`config.mk`:
```
export PLATFORM = sky130hd
export DESIGN_NAME = bsom_scan
export DESIGN_NICKNAME = d
export VERILOG_FILES = /design/src/rtl/bsom_pkg.sv /design/src/rtl/bsom_scan.sv
export SDC_FILE = /design/constraint.sdc
export NUM_CORES = 1
export LEC_CHECK = 0
export ABC_AREA = 1
export BUFFER_PORTS_ARGS = -buffer_cell sky130_fd_sc_hd__buf_4
export CORE_ASPECT_RATIO = 0.9
export CORE_MARGIN = 4
export CORE_UTILIZATION = 40
export DETAILED_ROUTE_END_ITERATION = 10
export RECOVER_POWER = 100
export SLEW_MARGIN = 20
export SYNTH_ARGS = -nofsm -noshare
export SYNTH_HDL_FRONTEND = slang
export SYNTH_SLANG_ARGS = --single-unit
```
`constraint.sdc`:
```
create_clock -name clk -period 4.3 [get_ports clk]
set_input_delay 0.43 -clock clk [delete_from_list [all_inputs] [get_ports clk]]
set_output_delay 0.43 -clock clk [all_outputs]
set_load 0.01 [all_outputs]
```
`src/rtl/bsom_pkg.sv`:
```
`timescale 1ns / 1ps
// Shared types and constants for the bucket shift-or matcher.
package bsom_pkg;

  // Operation codes carried by each input word
  typedef enum logic [1:0] {
    OP_CLEAR   = 2'd0,
    OP_PATTERN = 2'd1,
    OP_SCAN    = 2'd2
  } op_t;

  localparam int LEN_W     = 7;
  localparam int CHAR_W    = 8;
  localparam int POS_W     = 6;
  localparam int START_W   = 32;
  localparam int CFG_DATA_W = 32;

  // Register index of the pattern length register
  localparam logic REG_PATTERN_LENGTH = 1'b0;

  // Mask table command from the processing stage
  typedef struct packed {
    logic clear;      // set every mask back to all ones
    logic set_bit;    // clear one position bit of one character mask
  } mask_cmd_t;

endpackage

```
`src/rtl/bsom_scan.sv`:
```
`timescale 1ns / 1ps
// Shift-or match vector, buffer offset and first-match tracking.
module bsom_scan #(
  parameter int MAX_PATTERN = 64,
  parameter int OFFSET_BITS = 32
) (
  input  logic                          clk,
  input  logic                          rst_n,
  input  logic                          step,
  input  logic                          last,
  input  logic [MAX_PATTERN-1:0]        mask,
  input  logic [bsom_pkg::LEN_W-1:0]    pattern_length,
  output logic                          hit,
  output logic [OFFSET_BITS-1:0]        start
);
  import bsom_pkg::*;

  localparam int VW = $clog2(MAX_PATTERN + 1);

  logic [MAX_PATTERN:0]   vec_r;
  logic [MAX_PATTERN:0]   vec_nxt;
  logic [OFFSET_BITS-1:0] offset_r;
  logic [OFFSET_BITS-1:0] offset_inc;
  logic                   found_r;
  logic                   len_ok;
  logic                   zero_at_len;

  assign vec_nxt     = {vec_r[MAX_PATTERN-1:0] | mask, 1'b0};
  assign len_ok      = (pattern_length != '0) && (int'(pattern_length) <= MAX_PATTERN);
  assign zero_at_len = len_ok && !vec_nxt[pattern_length[VW-1:0]];
  assign hit         = zero_at_len && !found_r;
  assign offset_inc  = offset_r + OFFSET_BITS'(1);
  assign start       = hit ? (offset_inc - OFFSET_BITS'(pattern_length)) : '0;

  always_ff @(posedge clk) begin
    if (!rst_n) begin
      vec_r    <= {{MAX_PATTERN{1'b1}}, 1'b0};
      offset_r <= '0;
      found_r  <= 1'b0;
    end else if (step) begin
      if (last) begin
        // end of buffer: restart vector, offset and first-match flag
        vec_r    <= {{MAX_PATTERN{1'b1}}, 1'b0};
        offset_r <= '0;
        found_r  <= 1'b0;
      end else begin
        vec_r    <= vec_nxt;
        offset_r <= offset_inc;
        found_r  <= found_r | hit;
      end
    end
  end

endmodule

```
Word-level counts from Yosys, hierarchy flattened
Index checks and enable logic that the tools add are counted.

storage, ports and cells
  bits in registers = 97
  output and inout port bits = 33
  word-level logic and storage cells = 21

operators by class
  multiplexer cells = 6
  bitwise gates (word level) = 2
  order comparisons = 2
  reduce and logical (&&, ||, !) cells = 6
  $add $sub $neg = 2

operator list
  operator                                            number
  two-way mux 32 bit                                  2
  two-way mux 64 bit                                  1
  OR 64 bit                                           1
  adder 32 x 1 -> 32 bit, second input constant       1
  subtractor 32 x 7 -> 32 bit                         1
  < comparator 7 x 8 -> 1 bit, second input constant  1
  binary-select mux 1 bit (select 7 bit)              1
  <= comparator 7 bit, second input constant          1
  nonzero test 7 bit                                  1
  logical AND 1 bit                                   3
  zero test 1 bit                                     2
  two-way mux 1 bit                                   2
  OR 1 bit                                            1

Logic depth before layout (Yosys ltp)
Gate-level depths: netlist (run 1).

  depth after elaboration = 8
  mapped depth = 18
  mapped depth without buffers = 18

Worst setup path before layout (run 1)
Ideal clock, no wire load.

  path type = register -> output
  start = reg offset_r[0]
  end = out start[29]
  data arrival time = 2667 ps
  required time = 3870 ps
  setup slack = 1203 ps
  stages on the path, launching flop included = 18
  buffers on the path = 0
  cells stage by stage = dfxtp_1 > ha_1 > nand3_2 > nor2_4 > nor2_1 > nor2_1 > ha_1 > a21oi_1 > nand2_1 > a21oi_1 > nand4_4 > nor2_4 > nand2_4 > nor2_4 > nand2_1 > nand2_1 > nand2_1 > nor2_1

between the ends
  longest elaborated chain between the ends = 3

ends and longest elaborated chain
  item                         line             RTL
  from (decl)                  bsom_scan.sv:22  logic [OFFSET_BITS-1:0] offset_r;
  from (signal assigned)       bsom_scan.sv:48  offset_r <= offset_inc;
  adder 32 x 1 -> 32 bit       bsom_scan.sv:32  assign offset_inc = offset_r + OFFSET_BITS'(1);
  subtractor 32 x 7 -> 32 bit  bsom_scan.sv:33  assign start = hit ? (offset_inc - OFFSET_BITS'(pattern_length)) : '0;
  two-way mux 32 bit           bsom_scan.sv:33
  to (decl)                    bsom_scan.sv:14  output logic [OFFSET_BITS-1:0] start

Every way passes these cells.

Worst setup path after layout (run 1)
  start = reg offset_r[0]
  end = out start[31]

The elaborated chain is that of the path after synthesis.

==> results.cfg, run 1 <==
[timing]
tightest_slew_ns = 2.015
fmax_mhz = 251.4
min_period_ns = 3.979
slew_headroom = -0.3431
setup-tns-final_ns = 0
finalHoldViolCount = 0
slew_violations = 150
fin_crit_sh = 0.9252
finClkSkew_ns = 0.01041
rsz0062_at_grt = false
finalSetupViolCount = 0

[floorplanning]
die_w_microns = 139.8
core_area_sq_mm = 0.01539
rows = 43
die-area_sq_mm = 0.01771
ios = 108
die_h_microns = 126.6
initial_utilization = 0.4066

[detailed_routing]
drt-vias-per-instance = 5.039
ant_nets = 0
vias = 6611
post_drt_wl_per_cell_microns = 14.42
drcViolationCount = 0
initialDrtViolationCount = 473
wirelength_microns = 18920
drt_pass1_iterations = 5

[power]
power_mw = 2.091
p_per_area_mw_per_mm2 = 282.0
p_leak_nw = 3.379
vdd_drop_max_mv = 0.2335

[final_layout]
drive_gt1_frac = 0.1541
synthToLayoutAreaGrowth_pct = 18.54
nets = 1190
n_fill_cell = 1737
diodes = 0

[yosys]
synthAdderAreaFrac = 0.01920
yosysWarnings = 0
synth_compound_gate_area_share = 0.1270
yosys.area_share.simple = 0.4356
synth_xor_area_frac = 0.04320
synthCells = 1017
muxShareOfSynthArea = 0
synth.distinct_cells = 38
avgSynthCellArea_sq_um = 6.151
ys_ff_latch = 96
ys_seq_area_frac = 0.3072
synth.net_count = 1101
netlist_area_sq_mm = 0.006256
synth_top_family_by_area = simple AND/OR/NAND/NOR gates

[grt]
grt_pass1_vias = 5770
overflow = 0
grt_max_degree = 117
grt_pass1_wl_microns = 30270
antenna_found_initial = 0
track_usage = 0.2108

[clock_tree]
cts_setup_buffers = 0
clock_path_buffers = 2
clock_sinks = 96
root_buffer = clkbuf_16
clk_latency_ns = 0.36
cts-buffers-inserted = 9
h-tree-depth = 3
cts_tree = built
holdBufCountCts = 0
cts_resized = 0
clkSlewWorstSetupHoldPaths_ns = 0.07

[placed_design]
io_buffer_count = 107
gp_congestion = 0.8937
hpwl_microns = 14270

[flow_run]
maxCapViolCount = 2

[worst_setup_path]
required_ns = 3.87
crit_fanout = 5
worstPathArrival_ns = 3.55
end_kind = output pin
critPathLaunchType = flip-flop
path_class = reg2out

[hold_path]
hold_path.class = in2reg

[status]
status = complete, but fails checks
violations = capacitance limit, slew limit
==> worst max-delay path, stage by stage, from the launching register on <==
cell and delay, ns:
dfxtp_1 0.41, ha_1 0.26, nand3_2 0.19, nor2_4 0.17, nor2_1 0.05, nor2_1 0.15, ha_1 0.32, a21oi_1 0.17
nand2_1 0.06, a21oi_1 0.15, buf_4 0.18, nand4_4 0.16, nor2_4 0.21, nand3_1 0.22, o21ai_1 0.18, nand2_1 0.07
nor2_1 0.10, clkbuf_1 0.16
==> state kept, by name, summed over array words and instances, names as in the netlist <==
name      flops
vec_r        63
offset_r     32
found_r       1
==> per-stage QoR <==
step | hold slack (ns) | worst slack, ns | instance area [sq um] | utilization | cells
3_3_place_gp | 0.4448 | 0.8013 | 7226 | 0.4696 | 1297
6_report | 0.3067 | 0.3215 | 7416 | 0.4819 | 1312
4_1_cts | 0.2980 | 0.3506 | 7527 | 0.4892 | 1312
3_5_place_dp | 0.4495 | 0.7441 | 7226 | 0.4696 | 1297
5_1_grt | 0.3006 | 0.01097 | 7416 | 0.4819 | 1312
2_1_floorplan | 0.4309 | 1.203 | 6256 | - | 1017
==> kinds of logic after synthesis <==
family,Yosys count
AOI/OAI and AO/OA,156
xor gates and xnor gates,30
adders and majority gates,9
buffers and inverters,111
DFF,96
and+or+nand+nor,615
==> power by group <==
group | internal (mW) | switching (mW)
combinational | 0.126 | 0.188
sequential | 0.918 | 0.0146
clock | 0.459 | 0.385
total | 1.50 | 0.588
==> cell type report <==
cell class | count | area (sq um) | share of cell area
multi-input cells | 810 | 3905 | 0.5266
flip-flops and latches | 96 | 1922 | 0.2592
well taps | 202 | 252.7 | 0.03408
clock inverters | 6 | 76.32 | 0.01029
repair buffers | 114 | 752.0 | 0.1014
clock buffers | 9 | 225.2 | 0.03037
inverters | 75 | 282.8 | 0.03813
==> cells in the final DEF, fill, tap and decap left out, types with 3 or more instances in the layout <==
master / count
ha_1: 8
dfxtp_1: 96
nor3_2: 3
nor3_1: 9
buf_4: 86
nand2_2: 12
nor2_4: 12
nand3_1: 82
nand3b_1: 3
xor2_1: 20
a21oi_1: 98
o21ai_0: 50
nand2_1: 304
clkbuf_1: 27
inv_1: 65
inv_2: 7
or2_2: 15
nor2_1: 147
nor2_2: 12
xnor2_1: 9
nand4_1: 8
clkbuf_16: 9
==> cell usage after synthesis, drive strengths merged <==
cell      n  area (sq um)
or4       1         7.510
buf       9         41.29
dfxtp    96          1922
inv      73         274.0
nor4      1         6.260
o211ai    2         15.01
clkbuf   27         101.4
nand3    84         430.4
nand4    10         83.83
nor2    171         764.5
a21oi    98         490.5
o21ai    52         260.3
nor3     12         75.07
a31oi     1         6.260
a211oi    1         7.510
nand2   317          1230
or2      15         93.84
nand3b    4         33.78
fa        1         20.02
ha        8         100.1
a21o      1         7.510
clkinv    2         7.510
xor2     21         191.4
xnor2     9         78.83
a21boi    1         7.510
==> path summary, 6_finish.rpt <==
kind,slack (ns),start,endpoint,cells past startpoint
worst max-delay path,0.32,offset_r[0],start[31],17
worst min-delay path,0.31,mask[0],vec_r[1],3
worst max register to register,2.24,offset_r[2],offset_r[31],10
worst min register to register,0.46,found_r,found_r,2
==> routing by layer <==
layer / global-route usage / vias to the layer above / part of all wire
li1: - / 3452 / -
met4: 0.04217 / 0 / 0.0099
met1: 0.3329 / 2964 / 0.52
met5: 0 / - / 0
met2: 0.2996 / 181 / 0.41
met3: 0.03468 / 14 / 0.061
Power figures use the tool's default switching activity.
==> run 2, diff against run 1 <==
--- a/config.mk
+++ b/config.mk
@@ -7,7 +7,7 @@
 export LEC_CHECK = 0
 export ABC_AREA = 1
 export BUFFER_PORTS_ARGS = -buffer_cell sky130_fd_sc_hd__buf_4
-export CORE_ASPECT_RATIO = 0.9
+export CORE_ASPECT_RATIO = 1.2
 export CORE_MARGIN = 4
 export CORE_UTILIZATION = 40
 export DETAILED_ROUTE_END_ITERATION = 10
==> constraint.sdc (replaced) <==
create_clock -name clk -period 4.3 [get_ports clk]
set_input_delay 0.86 -clock clk [delete_from_list [all_inputs] [get_ports clk]]
set_output_delay 0.86 -clock clk [all_outputs]
set_load 0.01 [all_outputs]
==> results.cfg, run 2 (same netlist as run 1, synthesis figures left out) <==
[timing]
min_period_ns = 4.040
finalSetupViolCount = 0
fin_crit_sh = 0.9394
slew_headroom = -0.0002791
slew_violations = 20
setup-tns-final_ns = 0
worst_slack_ns = 0.2604
tightest_slew_ns = 1.500
finalHoldViolCount = 0
rsz0062_at_grt = false
fmax_mhz = 247.5
finClkSkew_ns = 0.01120

[worst_setup_path]
crit_family = simple AND/OR/NAND/NOR gates
path_class = reg2out
reg2reg_depth = 11
required_ns = 3.44
worstPathArrival_ns = 3.18
critPathLaunchType = flip-flop
critPathCapture = start[23]
crit_fanout = 5
reg2reg_to = offset_r[31]
slowest_stage = dfxtp_4
crit_start = offset_r[0]
path_cells = ha_4 > xor2_1 > ha_1 > a21oi_1 > nand2_1 > a21oi_1 > buf_4 > nand4_4 > nor2_4 > nand2_4 > nor2_4 > nand2_1 > a21oi_1 > clkbuf_1
end_kind = output pin
cp.depth = 14
timing.rr.start = offset_r[2]
path_buf_inv = 2
r2r_slack_ns = 2.05
crit_top_cell = a21oi_1
max_stage_delay_ns = 0.39

[final_layout]
drive_gt1_frac = 0.1728
synthToLayoutAreaGrowth_pct = 20.56
layout_common_cells = 303 x nand2_1, 147 x nor2_1, 98 x a21oi_1
top_register = vec_r
nets = 1196
final_area_sq_mm = 0.007542
largest_register_ff_count = 63
diodes = 0
layout_commonest_cell = nand2_1
top_regs = vec_r x63, offset_r x32, found_r x1

[placed_design]
hpwl_microns = 14820
io_buffer_count = 107
preCtsSetupSlack_ns = 0.3232
place_area_sq_mm = 0.007258
gp_congestion = 0.9225

[flow_run]
maxCapViolCount = 1

[power]
p_per_area_mw_per_mm2 = 275.4
p_leak_nw = 3.467
vdd_drop_max_mv = 0.1817

[detailed_routing]
post_drt_wl_per_cell_microns = 14.49
wirelength_microns = 19140
drt-vias-per-instance = 5.022
drt_pass1_iterations = 4
drcViolationCount = 0
ant_nets = 0
vias = 6634
initialDrtViolationCount = 291

[status]
violations = capacitance limit, slew limit
status = complete, but fails checks

[floorplanning]
ios = 108
die_w_microns = 122.2
core_area_sq_mm = 0.01514
rows = 49
die_h_microns = 145.0
initial_utilization = 0.4131
die-area_sq_mm = 0.01771

[clock_tree]
h-tree-depth = 3
root_buffer = clkbuf_16
cts-buffers-inserted = 9
clock_sinks = 96
clk_latency_ns = 0.36
clkSlewWorstSetupHoldPaths_ns = 0.07
clock_path_buffers = 2
cts_tree = built
holdBufCountCts = 0

[grt]
track_usage = 0.2161
antenna_found_initial = 0
grt_max_degree = 86
grt_pass1_vias = 6286
grt_pass1_wl_microns = 30590
overflow = 0

[hold_path]
hold_path.class = reg2reg
-- run 2: power by group --
group | total (mW) | switching (mW) | internal [mW]
clock network | 0.821 | 0.398 | 0.423
registers | 0.935 | 0.0163 | 0.918
logic | 0.321 | 0.189 | 0.132
total | 2.08 | 0.604 | 1.47
-- run 2: tightest hold or removal path, stage by stage, from the launching register on --
cell,delay (ns)
dfxtp_1,0.30
inv_1,0.06
a21oi_1,0.06
-- run 2: area by class of cell --
cell class / count / area [sq um]
well taps: 204 / 255.2
fillers: 1705 / 7601
repair buffers: 120 / 813.3
inverters: 75 / 282.8
clock buffers: 10 / 239.0
flip-flops and latches: 96 / 1931
multi-input cells: 810 / 3959
clock inverters: 6 / 62.56
-- run 2: through the flow --
step | std cells | util | power, mW | hold WS (ns)
2_1_floorplan | 1017 | - | 1.134 | 0.4309
3_3_place_gp | 1303 | 0.4793 | 1.293 | 0.4427
3_5_place_dp | 1303 | 0.4793 | 1.295 | 0.4506
4_1_cts | 1319 | 0.4996 | 2.114 | 0.4638
5_1_grt | 1321 | 0.4981 | 2.173 | 0.4922
6_report | 1321 | 0.4981 | 2.077 | 0.4590
-- run 2: how the worst min path moves through the flow --
stage | startpoint | to | cells past startpoint
after detailed placement | vec_r[43] | vec_r[43] | 2
after global routing | found_r | found_r | 2
after CTS | found_r | found_r | 2
after global placement | vec_r[59] | vec_r[59] | 2
final | found_r | found_r | 2
after floorplan | vec_r[7] | vec_r[7] | 2
-- run 2: what timing repair did --
item	CTS	global route
resized for setup	2	12
setup endpoints to repair	6	15
buffers inserted	0	2
pin swaps	1	3
endpoints found under the hold margin	0	0
-- run 2: routing by layer --
metal | share of wire | vias to the layer above | GRT usage | wire length (microns)
li1 | - | 3483 | - | -
met1 | 0.41 | 2977 | 0.2449 | 7869
met2 | 0.51 | 139 | 0.3866 | 9728
met3 | 0.052 | 35 | 0.05177 | 998
met4 | 0.029 | 0 | 0.08291 | 546
met5 | 0 | - | 0 | 0
